<file path="config.mk">
export PLATFORM = sky130hd
export DESIGN_NAME = knp_ctrl
export DESIGN_NICKNAME = d
export VERILOG_FILES = /design/src/hdl/knp_pkg.sv /design/src/hdl/knp_ctrl.sv
export SDC_FILE = /design/constraint.sdc
export NUM_CORES = 1
export LEC_CHECK = 0
export BUFFER_PORTS_ARGS = -buffer_cell sky130_fd_sc_hd__buf_2
export CAP_MARGIN = 20
export CORE_AREA = 2 2 39 41
export DETAILED_ROUTE_END_ITERATION = 10
export DIE_AREA = 0 0 41 43
export PLACE_DENSITY_LB_ADDON = 0.15
export SYNTH_ARGS = -nofsm -noshare
export SYNTH_HDL_FRONTEND = slang
export SYNTH_SLANG_ARGS = --single-unit
</file>
<file path="constraint.sdc">
create_clock -name clk -period 2.8 [get_ports clk]
set_input_delay 0.14 -clock clk [delete_from_list [all_inputs] [get_ports clk]]
set_output_delay 0.14 -clock clk [all_outputs]
set_load 0.01 [all_outputs]
</file>
<file path="src/hdl/knp_pkg.sv">
`default_nettype none

package knp_pkg;

  // Fixed field widths of the result word
  localparam int DIST_W  = 42;
  localparam int IDX_W   = 12;
  localparam int RANK_W  = 4;
  localparam int FOUND_W = 5;
  localparam int WANT_W  = 5;

  localparam logic [WANT_W-1:0] WANT_RESET = 5'd8;

  // Commands from the controller to the datapath
  typedef struct packed {
    logic take;       // input word accepted this cycle
    logic sum_en;     // add the squared axis terms
    logic insert_en;  // update the sorted slot list
    logic out_load;   // load one slot into the output register
    logic out_last;   // the loaded slot closes the run
  } cmd_t;

  // Status from the datapath to the controller
  typedef struct packed {
    logic last_mark;  // accepted word carried the last point mark
    logic out_full;   // output register holds a word not yet taken
  } status_t;

endpackage

`default_nettype wire

</file>
<file path="src/hdl/knp_ctrl.sv">
`default_nettype none

module knp_ctrl
  import knp_pkg::*;
#(
  parameter int MAX_KEEP = 16,
  localparam int KW = $clog2(MAX_KEEP + 1),
  localparam int IW = (MAX_KEEP > 1) ? $clog2(MAX_KEEP) : 1
) (
  input  logic          clk,
  input  logic          rst,
  input  logic          in_valid,
  input  logic          out_stall,
  input  status_t       status,
  input  logic [KW-1:0] k_eff,
  output logic          in_stall,
  output cmd_t          cmd,
  output logic [IW-1:0] emit_idx
);

  localparam logic [1:0] S_IDLE = 2'd0;
  localparam logic [1:0] S_SUM  = 2'd1;
  localparam logic [1:0] S_INS  = 2'd2;
  localparam logic [1:0] S_EMIT = 2'd3;

  logic [1:0]    state;
  logic [1:0]    state_next;
  logic [KW:0]   idx_plus;
  logic          idx_last;
  logic          load;

  // Detect the final slot of the report
  assign idx_plus = (KW + 1)'(emit_idx) + 1'b1;
  assign idx_last = (idx_plus == {1'b0, k_eff});
  assign load     = (state == S_EMIT) && (!status.out_full || !out_stall);

  assign in_stall = (state != S_IDLE);

  // Drive datapath commands
  always_comb begin
    cmd.take      = (state == S_IDLE) && in_valid;
    cmd.sum_en    = (state == S_SUM);
    cmd.insert_en = (state == S_INS);
    cmd.out_load  = load;
    cmd.out_last  = idx_last;
  end

  // Sequence one word: squares, sum, insert, then report if marked last
  always_comb begin
    state_next = state;
    case (state)
      S_IDLE: if (in_valid) state_next = S_SUM;
      S_SUM:  state_next = S_INS;
      S_INS:  state_next = status.last_mark ? S_EMIT : S_IDLE;
      S_EMIT: if (load && idx_last) state_next = S_IDLE;
      default: state_next = S_IDLE;
    endcase
  end

  always_ff @(posedge clk) begin
    if (rst) begin
      state    <= S_IDLE;
      emit_idx <= '0;
    end else begin
      state <= state_next;
      if (state == S_INS) begin
        emit_idx <= '0;
      end else if (load) begin
        emit_idx <= emit_idx + 1'b1;
      end
    end
  end

endmodule

`default_nettype wire

</file>
* Word-level counts from Yosys, hierarchy flattened *
Index checks and enable logic that the tools add are counted.
W data, S select, Z words.

operators by class
  equality and inequality tests = 6
  muxes and demuxes = 4
  reduce and logical (&&, ||, !) cells = 10
  $add $sub $neg = 2

operators with widths
  operator               count
  $pmux W2 S4            1
  $mux W2                3
  $add A4 B1 Y5 const B  1
  $eq A5 B5 Y1           1
  $add A4 B1 Y4 const B  1
  $eq A2 B2 Y1 const B   2
  $logic_and A1 B1 Y1    3
  $eq A2 B1 Y1 const B   1
  $logic_not A1 Y1       2
  $logic_not A2 Y1       1
  $ne A2 B1 Y1 const B   1
  $ne A2 B2 Y1 const B   1
  $reduce_and A2 Y1      1
  $reduce_bool A2 Y1     1
  $reduce_or A2 Y1       1
  $logic_or A1 B1 Y1     1

storage, ports and cells
  bits in registers = 6
  word-level logic and storage cells = 24

* Longest topological paths before layout *
Gate-level depths: netlist (run 1).

  word-level depth = 6
  mapped depth = 6
  depth with buffers taken out = 5

* Worst setup path after synthesis (run 1) *
OpenSTA, ideal clock, no wires.

  path type = reg2out
  start = register emit_idx[0]
  end = output cmd[0] in the netlist's numbering
  arrival = 1.353 ns
  stages on the path, launching flop included = 7
  setup slack = 1.307 ns
  data required time = 2.660 ns
  cells stage by stage = dfxtp_1 -> ha_1 -> nor2b_1 -> o22a_1 -> o2bb2ai_1 -> and2_2 -> buf_4

between the ends
  longest elaborated chain between the ends = 2

RTL lines
  item                      line            RTL
  start: declaration        knp_ctrl.sv:18  output logic [IW-1:0] emit_idx
  start signal: assignment  knp_ctrl.sv:69  emit_idx <= emit_idx + 1'b1;
  $add A4 B1 Y5             knp_ctrl.sv:33  assign idx_plus = (KW + 1)'(emit_idx) + 1'b1;
  $eq A5 B5 Y1              knp_ctrl.sv:34  assign idx_last = (idx_plus == {1'b0, k_eff});
  end: declaration          knp_ctrl.sv:17  output cmd_t cmd,

Every way passes these cells.

==> metrics.md, run 1 <==
| Metric | Value |
|---|---|
| Number of design-rule violations left by the first detailed-router iteration | `5` |
| Kind of critical path | `reg -> out` |
| Diodes inserted | `0` |
| Post-route antenna net violation count | `0` |
| Min-delay worst type | `in -> reg` |
| Cell Area, Synth | `439 sq um` |
| Met2 demand-to-capacity share in global routing | `0.181` |
| Post-layout net count | `87` |
| Nature of the critical path endpoint | `output pin` |
| Die boundary width | `41 um` |
| CTS tree | `done` |
| Max-Cap Viols | `0` |
| Area added between synthesis and finish | `26.8%` |
| Rel. slew slack | `0.760` |
| Portion of the post-synthesis area used by sequential elements | `0.274` |
| Post-synthesis register bit count | `6` |
| FMAX | `550 MHz` |
| Global placement routability congestion | `0.681` |
| Total power divided by cell area | `389 mW/mm^2` |
| Setup crit start kind | `register` |
| Required time of the critical path | `2.66 ns` |
| Ports | `21` |
| Avg WL per Cell | `10.8 um` |
| Actual transition at the worst max-transition pin | `0.360 ns` |
| Number of max-slew violations in the final report | `0` |
| Clock Sinks | `6` |
| Post-DP HPWL | `741 um` |
| Total Die Area | `0.00176 sq mm` |
| Clock Skews | `0.000230 ns` |
| Initial Utilization | `0.317` |
| # rows | `14` |
| Number of search-and-repair iterations in the first detailed-routing pass | `4` |
| Yosys warns | `0` |
| Buffers inserted by post-CTS timing repair | `0` |
| Internal power | `0.159 mW` |
| Final clock period utilization by the worst path | `0.649` |
| Switching fraction of total power | `0.266` |
| Number of antenna violations at the first check in global routing | `0` |
| H-tree depth reported by CTS | `1` |
| Y dimension of the die | `43 um` |
| Later-pin clock latency in the skew report | `0.24 ns` |
| Utilization after layout | `0.402` |
| Cts bufs inserted | `3` |
| CTS Root Cell | `clkbuf_4` |
| Clock network fraction of design power | `0.365` |
| Setup repair after global routing missed its margin | `no` |
| Post-Syn Area per Cell | `8.13 sq um` |
| Part of the power in registers | `0.438` |
| Placed cell count | `86` |
| Total power of the final layout | `0.216 mW` |
| Switching Power | `0.0577 mW` |
| Shortest clock period the worst path allows after layout | `1.82 ns` |
| Most crowded layer after global routing | `met2` |
| Clk slew on worst S/H paths | `0.04 ns` |
| Comb pwr share | `0.197` |
| Total count of hold-check failures in the final report | `0` |
| Final Routed Wirelength | `957 um` |
| Global routing met1 resource utilization | `0.162` |
| Area of the core region | `0.00138 sq mm` |
| Number of buffers added on ports | `20` |
| Non-filler instance count after layout | `89` |
| Global-route wire length before repair | `1530 um` |
| Total global routing track utilization | `0.133` |
| GR Util met3 | `0.0942` |
| Critical-path maximum fanout | `5` |
| Post-synthesis net count | `66` |
| Vias post-DR | `428` |
| Number of endpoints failing setup at the final stage | `0` |
| Aggregate global routing overflow | `0` |
| Largest voltage drop on the vdd net | `0.261 mV` |
| Setup Total Neg Slack | `0 ns` |
| CP Data Arrival Time | `1.68 ns` |
| Resized Gates After CTS | `0` |
| Number of global-route vias before repair | `366` |
| Leakage Power | `0.290 nW` |
| Status | `completed` |
| Unique masters post-synth | `26` |
| Synthesized netlist cell count | `54` |
| Pin count of the biggest net entering global routing | `11` |
| Layout cells sized above 1 | `0.356` |
| Avg Vias per Cell | `4.81` |
| Post-cts hold buffer count | `0` |
| Largest buffer count on any clock path | `2` |
| DR DRC count | `0` |
-- flip-flops by register name, indices dropped and copies added (netlist names) --
register	flops
emit_idx	4
state	2
-- worst paths after layout --
path | slack [ns] | cells past startpoint | to | from
setup / recovery | 0.98 | 6 | cmd[0] | emit_idx[0]
hold / removal | 0.16 | 3 | state[1] | rst
setup reg to reg | 1.42 | 5 | state[1] | emit_idx[0]
hold reg to reg | 0.56 | 2 | emit_idx[1] | emit_idx[1]
-- stage by stage --
| stage | area, sq um | worst slack (ns) | hold WS, ns |
|---|---|---|---|
| finish | 557 | 0.983 | 0.164 |
| global route | 557 | 0.840 | 0.172 |
| CTS | 557 | 0.975 | 0.162 |
| detailed placement | 534 | 1.24 | 0.420 |
| global placement | 534 | 1.29 | 0.427 |
| floorplan | 439 | 1.31 | 0.297 |
-- power groups by stage --
stage / clock network (mW) / registers (mW) / logic [mW]
after floorplan: 0 / 0.0907 / 0.0316
after global placement: 0 / 0.0964 / 0.0434
after detailed placement: 0 / 0.0962 / 0.0431
after CTS: 0.0826 / 0.0947 / 0.0432
after global routing: 0.0907 / 0.0952 / 0.0477
final: 0.0790 / 0.0949 / 0.0425
-- logic make-up (layout without fill, tap and decap cells) --
group / Yosys count / after routing / synth area share
XOR/XNOR: 8 / 8 / 0.160
AND/OR/NAND/NOR: 19 / 19 / 0.231
adder cells (fa/ha/maj): 1 / 1 / 0.0285
AO/OA/AOI/OAI: 11 / 11 / 0.179
buffers and inverters: 7 / 26 / 0.0826
flip-flops: 6 / 6 / 0.274
multiplexers: 2 / 2 / 0.0456
-- synth_stat cells --
library cell / n / area, sq um
a31oi_1: 2 / 12.5
nand4b_1: 1 / 8.76
or2_2: 2 / 12.5
or2_1: 1 / 6.26
o21a_1: 2 / 15.0
nor2_1: 6 / 22.5
and3_1: 1 / 6.26
o21ai_0: 1 / 5.00
nand2_1: 2 / 7.51
xnor2_1: 3 / 26.3
and2_2: 1 / 7.51
mux2i_1: 2 / 20.0
dfxtp_1: 6 / 120
ha_1: 1 / 12.5
nor2b_1: 2 / 12.5
o22a_1: 1 / 8.76
buf_2: 2 / 10.0
o2111a_1: 1 / 11.3
a21oi_1: 2 / 10.0
o21bai_1: 1 / 7.51
inv_1: 3 / 11.3
nand4_1: 2 / 12.5
buf_4: 2 / 15.0
nand3_1: 1 / 5.00
o2bb2ai_1: 1 / 8.76
xor2_1: 5 / 43.8
-- worst max-delay path: stages (launching register included) --
cell,delay [ns]
dfxtp_1,0.40
ha_1,0.28
nor2b_1,0.07
o22a_1,0.18
o2bb2ai_1,0.22
and2_2,0.17
buf_2,0.12
-- area by class of cell --
type / count / area, sq um
Fill cell: 158 / 827
Clock buffer: 3 / 22.5
Timing Repair Buffer: 20 / 100
Multi-Input combinational cell: 41 / 283
Tap cell: 16 / 20.0
Sequential cell: 6 / 120
Inverter: 3 / 11.3
-- per-layer routing --
metal / wire length [um] / up-vias
li1: - / 222
met1: 440 / 192
met2: 443 / 14
met3: 73 / 0
met4: 0 / 0
met5: 0 / -
-- cell usage in the layout, fill, tap and decap left out, types with 2 or more instances in the layout --
| master | n |
|---|---|
| nand4_1 | 2 |
| nand2_1 | 2 |
| o21a_1 | 2 |
| xor2_1 | 5 |
| clkbuf_4 | 3 |
| inv_1 | 3 |
| nor2b_1 | 2 |
| xnor2_1 | 3 |
| buf_2 | 20 |
| nor2_1 | 6 |
| mux2i_1 | 2 |
| a21oi_1 | 2 |
| a31oi_1 | 2 |
| dfxtp_1 | 6 |
| or2_2 | 2 |
No activity file was read; power rests on OpenSTA's default activity.
==> run 2: changes to the inputs <==
Clock period 2.8 ns to 1.9 ns, I/O delays scaled along.
==> run 2 against run 1 <==
Effect of this change:
- register-to-register slack worse by 0.88 ns
- design area up 0.45%
- wire length grew 0.84%
- worst setup slack lost 0.83 ns
- non-clock buffer count stayed put
- highest routed layer unchanged
==> metrics.md, run 2 (synthesis results as in run 1) <==
| Metric | Value |
|---|---|
| Avg Vias per Cell | `4.90` |
| Clock Sinks | `6` |
| Required time of the critical path | `1.80 ns` |
| Avg WL per Cell | `10.8 um` |
| CP Data Arrival Time | `1.65 ns` |
| Number of max-slew violations in the final report | `0` |
| Critical-path maximum fanout | `5` |
| Largest voltage drop on the vdd net | `0.385 mV` |
| CTS Root Cell | `clkbuf_4` |
| Buffers inserted by post-CTS timing repair | `0` |
| Leakage Power | `0.287 nW` |
| Die boundary width | `41 um` |
| Setup repair after global routing missed its margin | `no` |
| GR Util met3 | `0.0942` |
| Leading registers by flop count | `emit_idx x4, state x2` |
| Number of global-route vias before repair | `366` |
| Later-pin clock latency in the skew report | `0.24 ns` |
| Area added between synthesis and finish | `27.4%` |
| Maximum cell stage delay along the critical path | `0.40 ns` |
| Max FFs per register | `4` |
| Total Die Area | `0.00176 sq mm` |
| Total count of hold-check failures in the final report | `0` |
| Global placement routability congestion | `0.681` |
| Fillcell total | `158` |
| Vias post-DR | `436` |
| Total power of the final layout | `0.319 mW` |
| Rel. slew slack | `0.760` |
| Global-route wire length before repair | `1530 um` |
| Post-route antenna net violation count | `0` |
| Nature of the critical path endpoint | `output pin` |
| Number of search-and-repair iterations in the first detailed-routing pass | `4` |
| Total power divided by cell area | `571 mW/mm^2` |
| Number of antenna violations at the first check in global routing | `0` |
| Most common cell after layout, fill and taps aside | `buf_2` |
| Register with the most flip-flops | `emit_idx` |
| H-tree depth reported by CTS | `1` |
| Area of the core region | `0.00138 sq mm` |
| Max-Cap Viols | `0` |
| Commonest cells after routing, fill and taps aside | `20 x buf_2, 6 x nor2_1, 6 x dfxtp_1` |
| # rows | `14` |
| Diodes inserted | `0` |
| Initial Utilization | `0.317` |
| Ports | `21` |
| Post-layout net count | `87` |
| Y dimension of the die | `43 um` |
| Series of cell instances along the critical path | `ha_2 -> xnor2_1 -> o2111a_1 -> and2_2 -> buf_2` |
| Buffers plus inverters on the worst setup path | `1` |
| Slack of the worst reg-to-reg path | `0.54 ns` |
| Cts bufs inserted | `3` |
| Layout cells sized above 1 | `0.370` |
| Total global routing track utilization | `0.133` |
| Most crowded layer after global routing | `met2` |
| Shortest clock period the worst path allows after layout | `1.74 ns` |
| Final Routed Wirelength | `965 um` |
| Setup crit start kind | `register` |
| Largest buffer count on any clock path | `2` |
| Global routing met1 resource utilization | `0.162` |
| Clk slew on worst S/H paths | `0.04 ns` |
| Number of buffers added on ports | `20` |
| Final clock period utilization by the worst path | `0.917` |
| Min-delay worst type | `in -> reg` |
| Aggregate global routing overflow | `0` |
| DR DRC count | `0` |
| Setup Total Neg Slack | `0 ns` |
| Post-DP HPWL | `741 um` |
| Pin count of the biggest net entering global routing | `11` |
| Number of endpoints failing setup at the final stage | `0` |
| FMAX | `574 MHz` |
| CTS tree | `done` |
| Kind of critical path | `reg -> out` |
| Number of design-rule violations left by the first detailed-router iteration | `5` |
| Cell family with the largest share of critical-path delay | `flip-flops` |
| Met2 demand-to-capacity share in global routing | `0.181` |
| Status | `completed` |
| Clock Skews | `0.000230 ns` |
| Library cell contributing the largest single delay on the critical path | `dfxtp_1` |
| Actual transition at the worst max-transition pin | `0.360 ns` |
run 2: cell counts in the layout (fill, tap and decap cells not counted):
No cell type changed its count.
run 2: worst min-delay path: stages:
cell     delay (ns)
buf_2          0.09
or2_2          0.10
a31oi_1        0.03
run 2: worst paths after layout:
path                                  start           to  depth (start not counted)
worst max register to register  emit_idx[0]     state[1]                          4
worst max-delay path            emit_idx[0]       cmd[0]                          5
worst min register to register  emit_idx[1]  emit_idx[1]                          2
worst min-delay path                    rst     state[1]                          3
run 2: through the flow:
step	hold slack (ns)	utilization	worst slack [ns]	cell area [sq um]	std cells
2_1_floorplan	0.252	-	0.452	439	54
5_1_grt	0.127	0.404	0.0379	559	89
3_3_place_gp	0.382	0.386	0.437	534	86
3_5_place_dp	0.375	0.386	0.387	534	86
6_report	0.119	0.404	0.157	559	89
4_1_cts	0.117	0.402	0.120	557	89
run 2: routing by layer:
| layer | vias up | routed length [um] |
|---|---|---|
| met2 | 14 | 452 |
| met3 | 0 | 73 |
| met1 | 199 | 439 |
| met5 | - | 0 |
| met4 | 0 | 0 |
| li1 | 223 | - |
run 2: area by class of cell:
type	count	area, sq um	share of cell area
clock buffers	3	22.5	0.0403
inverters	3	11.3	0.0201
multi-input cells	41	285	0.510
flip-flops and latches	6	120	0.215
well taps	16	20.0	0.0358
repair buffers	20	100	0.179
run 2: what timing repair did:
item                       4_1_cts  5_1_grt
setup endpoints to repair        0        1
hold buffers                     0        0
resized for setup                0        1
run 2: where the power goes:
part / switching (mW) / internal (mW)
clock network: 0.0451 / 0.0714
registers: 0.00972 / 0.130
logic: 0.0303 / 0.0325
==> run 3: changes to the inputs <==
Settings changed: ABC_AREA set to 1, BUFFER_PORTS_ARGS -buffer_cell sky130_fd_sc_hd__buf_2 to unset, DONT_BUFFER_PORTS set to 1.
==> run 3 against run 2 <==
Effect of this change:
- synthesized cell count rose by 31%
- first-iteration DRC count rose by 80%
- hold slack got worse by 0.049 ns
- combinational power fell by 18%
- cell count rose by 1.1%
- utilization fell by 5.0 points
==> metrics.md, run 3 <==
| Metric | Value |
|---|---|
| Status | `completed` |
| Min-delay worst type | `in -> reg` |
| Area of the core region | `0.00138 sq mm` |
| Utilization after layout | `0.354` |
| CTS Root Cell | `clkbuf_4` |
| CP Data Arrival Time | `1.50 ns` |
| Total power of the final layout | `0.307 mW` |
| Total global routing track utilization | `0.112` |
| Post-route antenna net violation count | `0` |
| Post-DP Area | `458 sq um` |
| Max-Cap Viols | `0` |
| Later-pin clock latency in the skew report | `0.24 ns` |
| Placed cell count | `86` |
| Buffers inserted by post-CTS timing repair | `0` |
| Register with the most flip-flops | `emit_idx` |
| Fillcell total | `152` |
| Critical-path maximum fanout | `2` |
| Cell family with the largest share of critical-path delay | `simple AND/OR/NAND/NOR gates` |
| Initial Utilization | `0.322` |
| Synth top cells by count | `14 x inv_1, 13 x nand2_1, 8 x nand3_1, 7 x nor2_1, 6 x dfxtp_1` |
| Rel. slew slack | `0.741` |
| Kind of critical path | `reg -> out` |
| Die boundary width | `41 um` |
| Setup crit start kind | `register` |
| Maximum cell stage delay along the critical path | `0.37 ns` |
| Buffers plus inverters on the worst setup path | `0` |
| H-tree depth reported by CTS | `1` |
| Post-route design area | `490 sq um` |
| Worst min-delay path endpoint | `emit_idx[2]` |
| Portion of the post-synthesis area used by sequential elements | `0.270` |
| Cell with the most instances after synthesis | `inv_1` |
| Number of design-rule violations left by the first detailed-router iteration | `9` |
| Total power divided by cell area | `626 mW/mm^2` |
| Leading registers by flop count | `emit_idx x4, state x2` |
| Commonest cells after routing, fill and taps aside | `14 x inv_1, 13 x nand2_1, 8 x nand3_1` |
| FMAX | `627 MHz` |
| Post-layout net count | `88` |
| Yosys warns | `0` |
| Actual transition at the worst max-transition pin | `0.385 ns` |
| R2R depth | `8` |
| Area added between synthesis and finish | `10.1%` |
| Global-route wire length before repair | `1390 um` |
| Synthesized netlist cell count | `71` |
| Largest voltage drop on the vdd net | `0.229 mV` |
| Library cell contributing the largest single delay on the critical path | `nor3_1` |
| Worst r2r src | `emit_idx[2]` |
| Diodes inserted | `0` |
| Cell depth of the worst min-delay path | `3` |
| Number of max-slew violations in the final report | `0` |
| Pin count of the biggest net entering global routing | `10` |
| Shortest clock period the worst path allows after layout | `1.59 ns` |
| Setup repair after global routing missed its margin | `no` |
| Total count of hold-check failures in the final report | `0` |
| Number of antenna violations at the first check in global routing | `0` |
| Leakage Power | `0.241 nW` |
| Count of flip-flops with a built-in enable after synthesis | `0` |
| Final clock period utilization by the worst path | `0.839` |
| Final Routed Wirelength | `894 um` |
| Series of cell instances along the critical path | `ha_1 -> xnor2_1 -> nand3_1 -> nor3_1` |
| Clock Skews | `0.000473 ns` |
| Most frequently used flop master after synthesis | `dfxtp_1` |
| Number of endpoints failing setup at the final stage | `0` |
| Ys async rst share | `0` |
| Number of buffers added on ports | `0` |
| Final worst slack | `0.305 ns` |
| Cells taking the most area after synthesis | `dfxtp_1 27%, inv_1 12%, nand2_1 11%` |
| Aggregate global routing overflow | `0` |
| Layout cells sized above 1 | `0.108` |
| Post-DP HPWL | `764 um` |
| Number of global-route vias before repair | `362` |
| Largest buffer count on any clock path | `2` |
| Most common cell after layout, fill and taps aside | `inv_1` |
| Post-Syn Area per Cell | `6.27 sq um` |
| Post-synthesis net count | `83` |
| Setup Total Neg Slack | `0 ns` |
| Minimum hold slack | `0.0704 ns` |
| Y dimension of the die | `43 um` |
| Max FFs per register | `4` |
| DR DRC count | `0` |
| Unique masters post-synth | `19` |
| Number of search-and-repair iterations in the first detailed-routing pass | `5` |
| Vias post-DR | `430` |
| Post-Place Worst Slack | `0.529 ns` |
| R2r endpoint | `state[0]` |
| Required time of the critical path | `1.80 ns` |
| Nature of the critical path endpoint | `output pin` |
| CTS tree | `done` |
| Library cell with the largest summed area after synthesis | `dfxtp_1` |
| Total Die Area | `0.00176 sq mm` |
| Avg Vias per Cell | `4.78` |
| Clock Sinks | `6` |
| Ports | `21` |
| Global placement routability congestion | `0.652` |
| Clk slew on worst S/H paths | `0.04 ns` |
| Post-synthesis register bit count | `6` |
| # rows | `14` |
| Avg WL per Cell | `9.93 um` |
| Post-synth top area share | `0.270` |
| Non-filler instance count after layout | `90` |
| Cts bufs inserted | `3` |
| Hold path startpoint | `rst` |
| Resized Gates After CTS | `0` |
| Cell Area, Synth | `445 sq um` |
| Slack of the worst reg-to-reg path | `0.56 ns` |
run 3: final cells by class:
class	instances	area, sq um	area share
clock buffer	3	22.5	0.0459
inverter	15	56.3	0.115
multi-input combinational	47	246	0.503
sequential	6	120	0.245
tap	16	20.0	0.0408
timing repair buffer	3	25.0	0.0510
run 3: worst max path at each step:
stage | start | endpoint | slack (ns) | depth (start not counted)
floorplan | emit_idx[0] | cmd[0] | 0.48 | 5
global placement | emit_idx[2] | cmd[0] | 0.51 | 6
detailed placement | emit_idx[0] | cmd[0] | 0.53 | 4
CTS | emit_idx[2] | cmd[0] | 0.27 | 6
global route | emit_idx[2] | cmd[0] | 0.16 | 6
finish | emit_idx[0] | cmd[0] | 0.31 | 4
run 3: cell families after synthesis:
kind of cell	share of synthesized area
adders and majority gates	0.0281
AOI/OAI and AO/OA	0.146
DFF	0.270
xor gates and xnor gates	0.0393
buffers and inverters	0.177
and+or+nand+nor	0.340
run 3: worst min-delay path, cell delays in order:
cell and delay [ns]:
nor2_1 0.05, o21ai_0 0.07, a21oi_1 0.04
run 3: where the power goes:
group / internal (mW) / switching [mW]
logic: 0.0191 / 0.0324
clock network: 0.0713 / 0.0430
registers: 0.133 / 0.00844
run 3: layer usage:
layer | vias to the layer above | global-route usage | part of all wire
met3 | 0 | 0.0471 | 0.082
met2 | 19 | 0.172 | 0.47
met4 | 0 | 0.0200 | 0
met1 | 177 | 0.142 | 0.45
li1 | 234 | - | -
met5 | - | 0 | 0
run 3: repair_timing:
action | 4_1_cts | 5_1_grt
hold buffers | 1 | 0
setup endpoints to repair | 0 | 0
endpoints found under the hold margin | 2 | 0
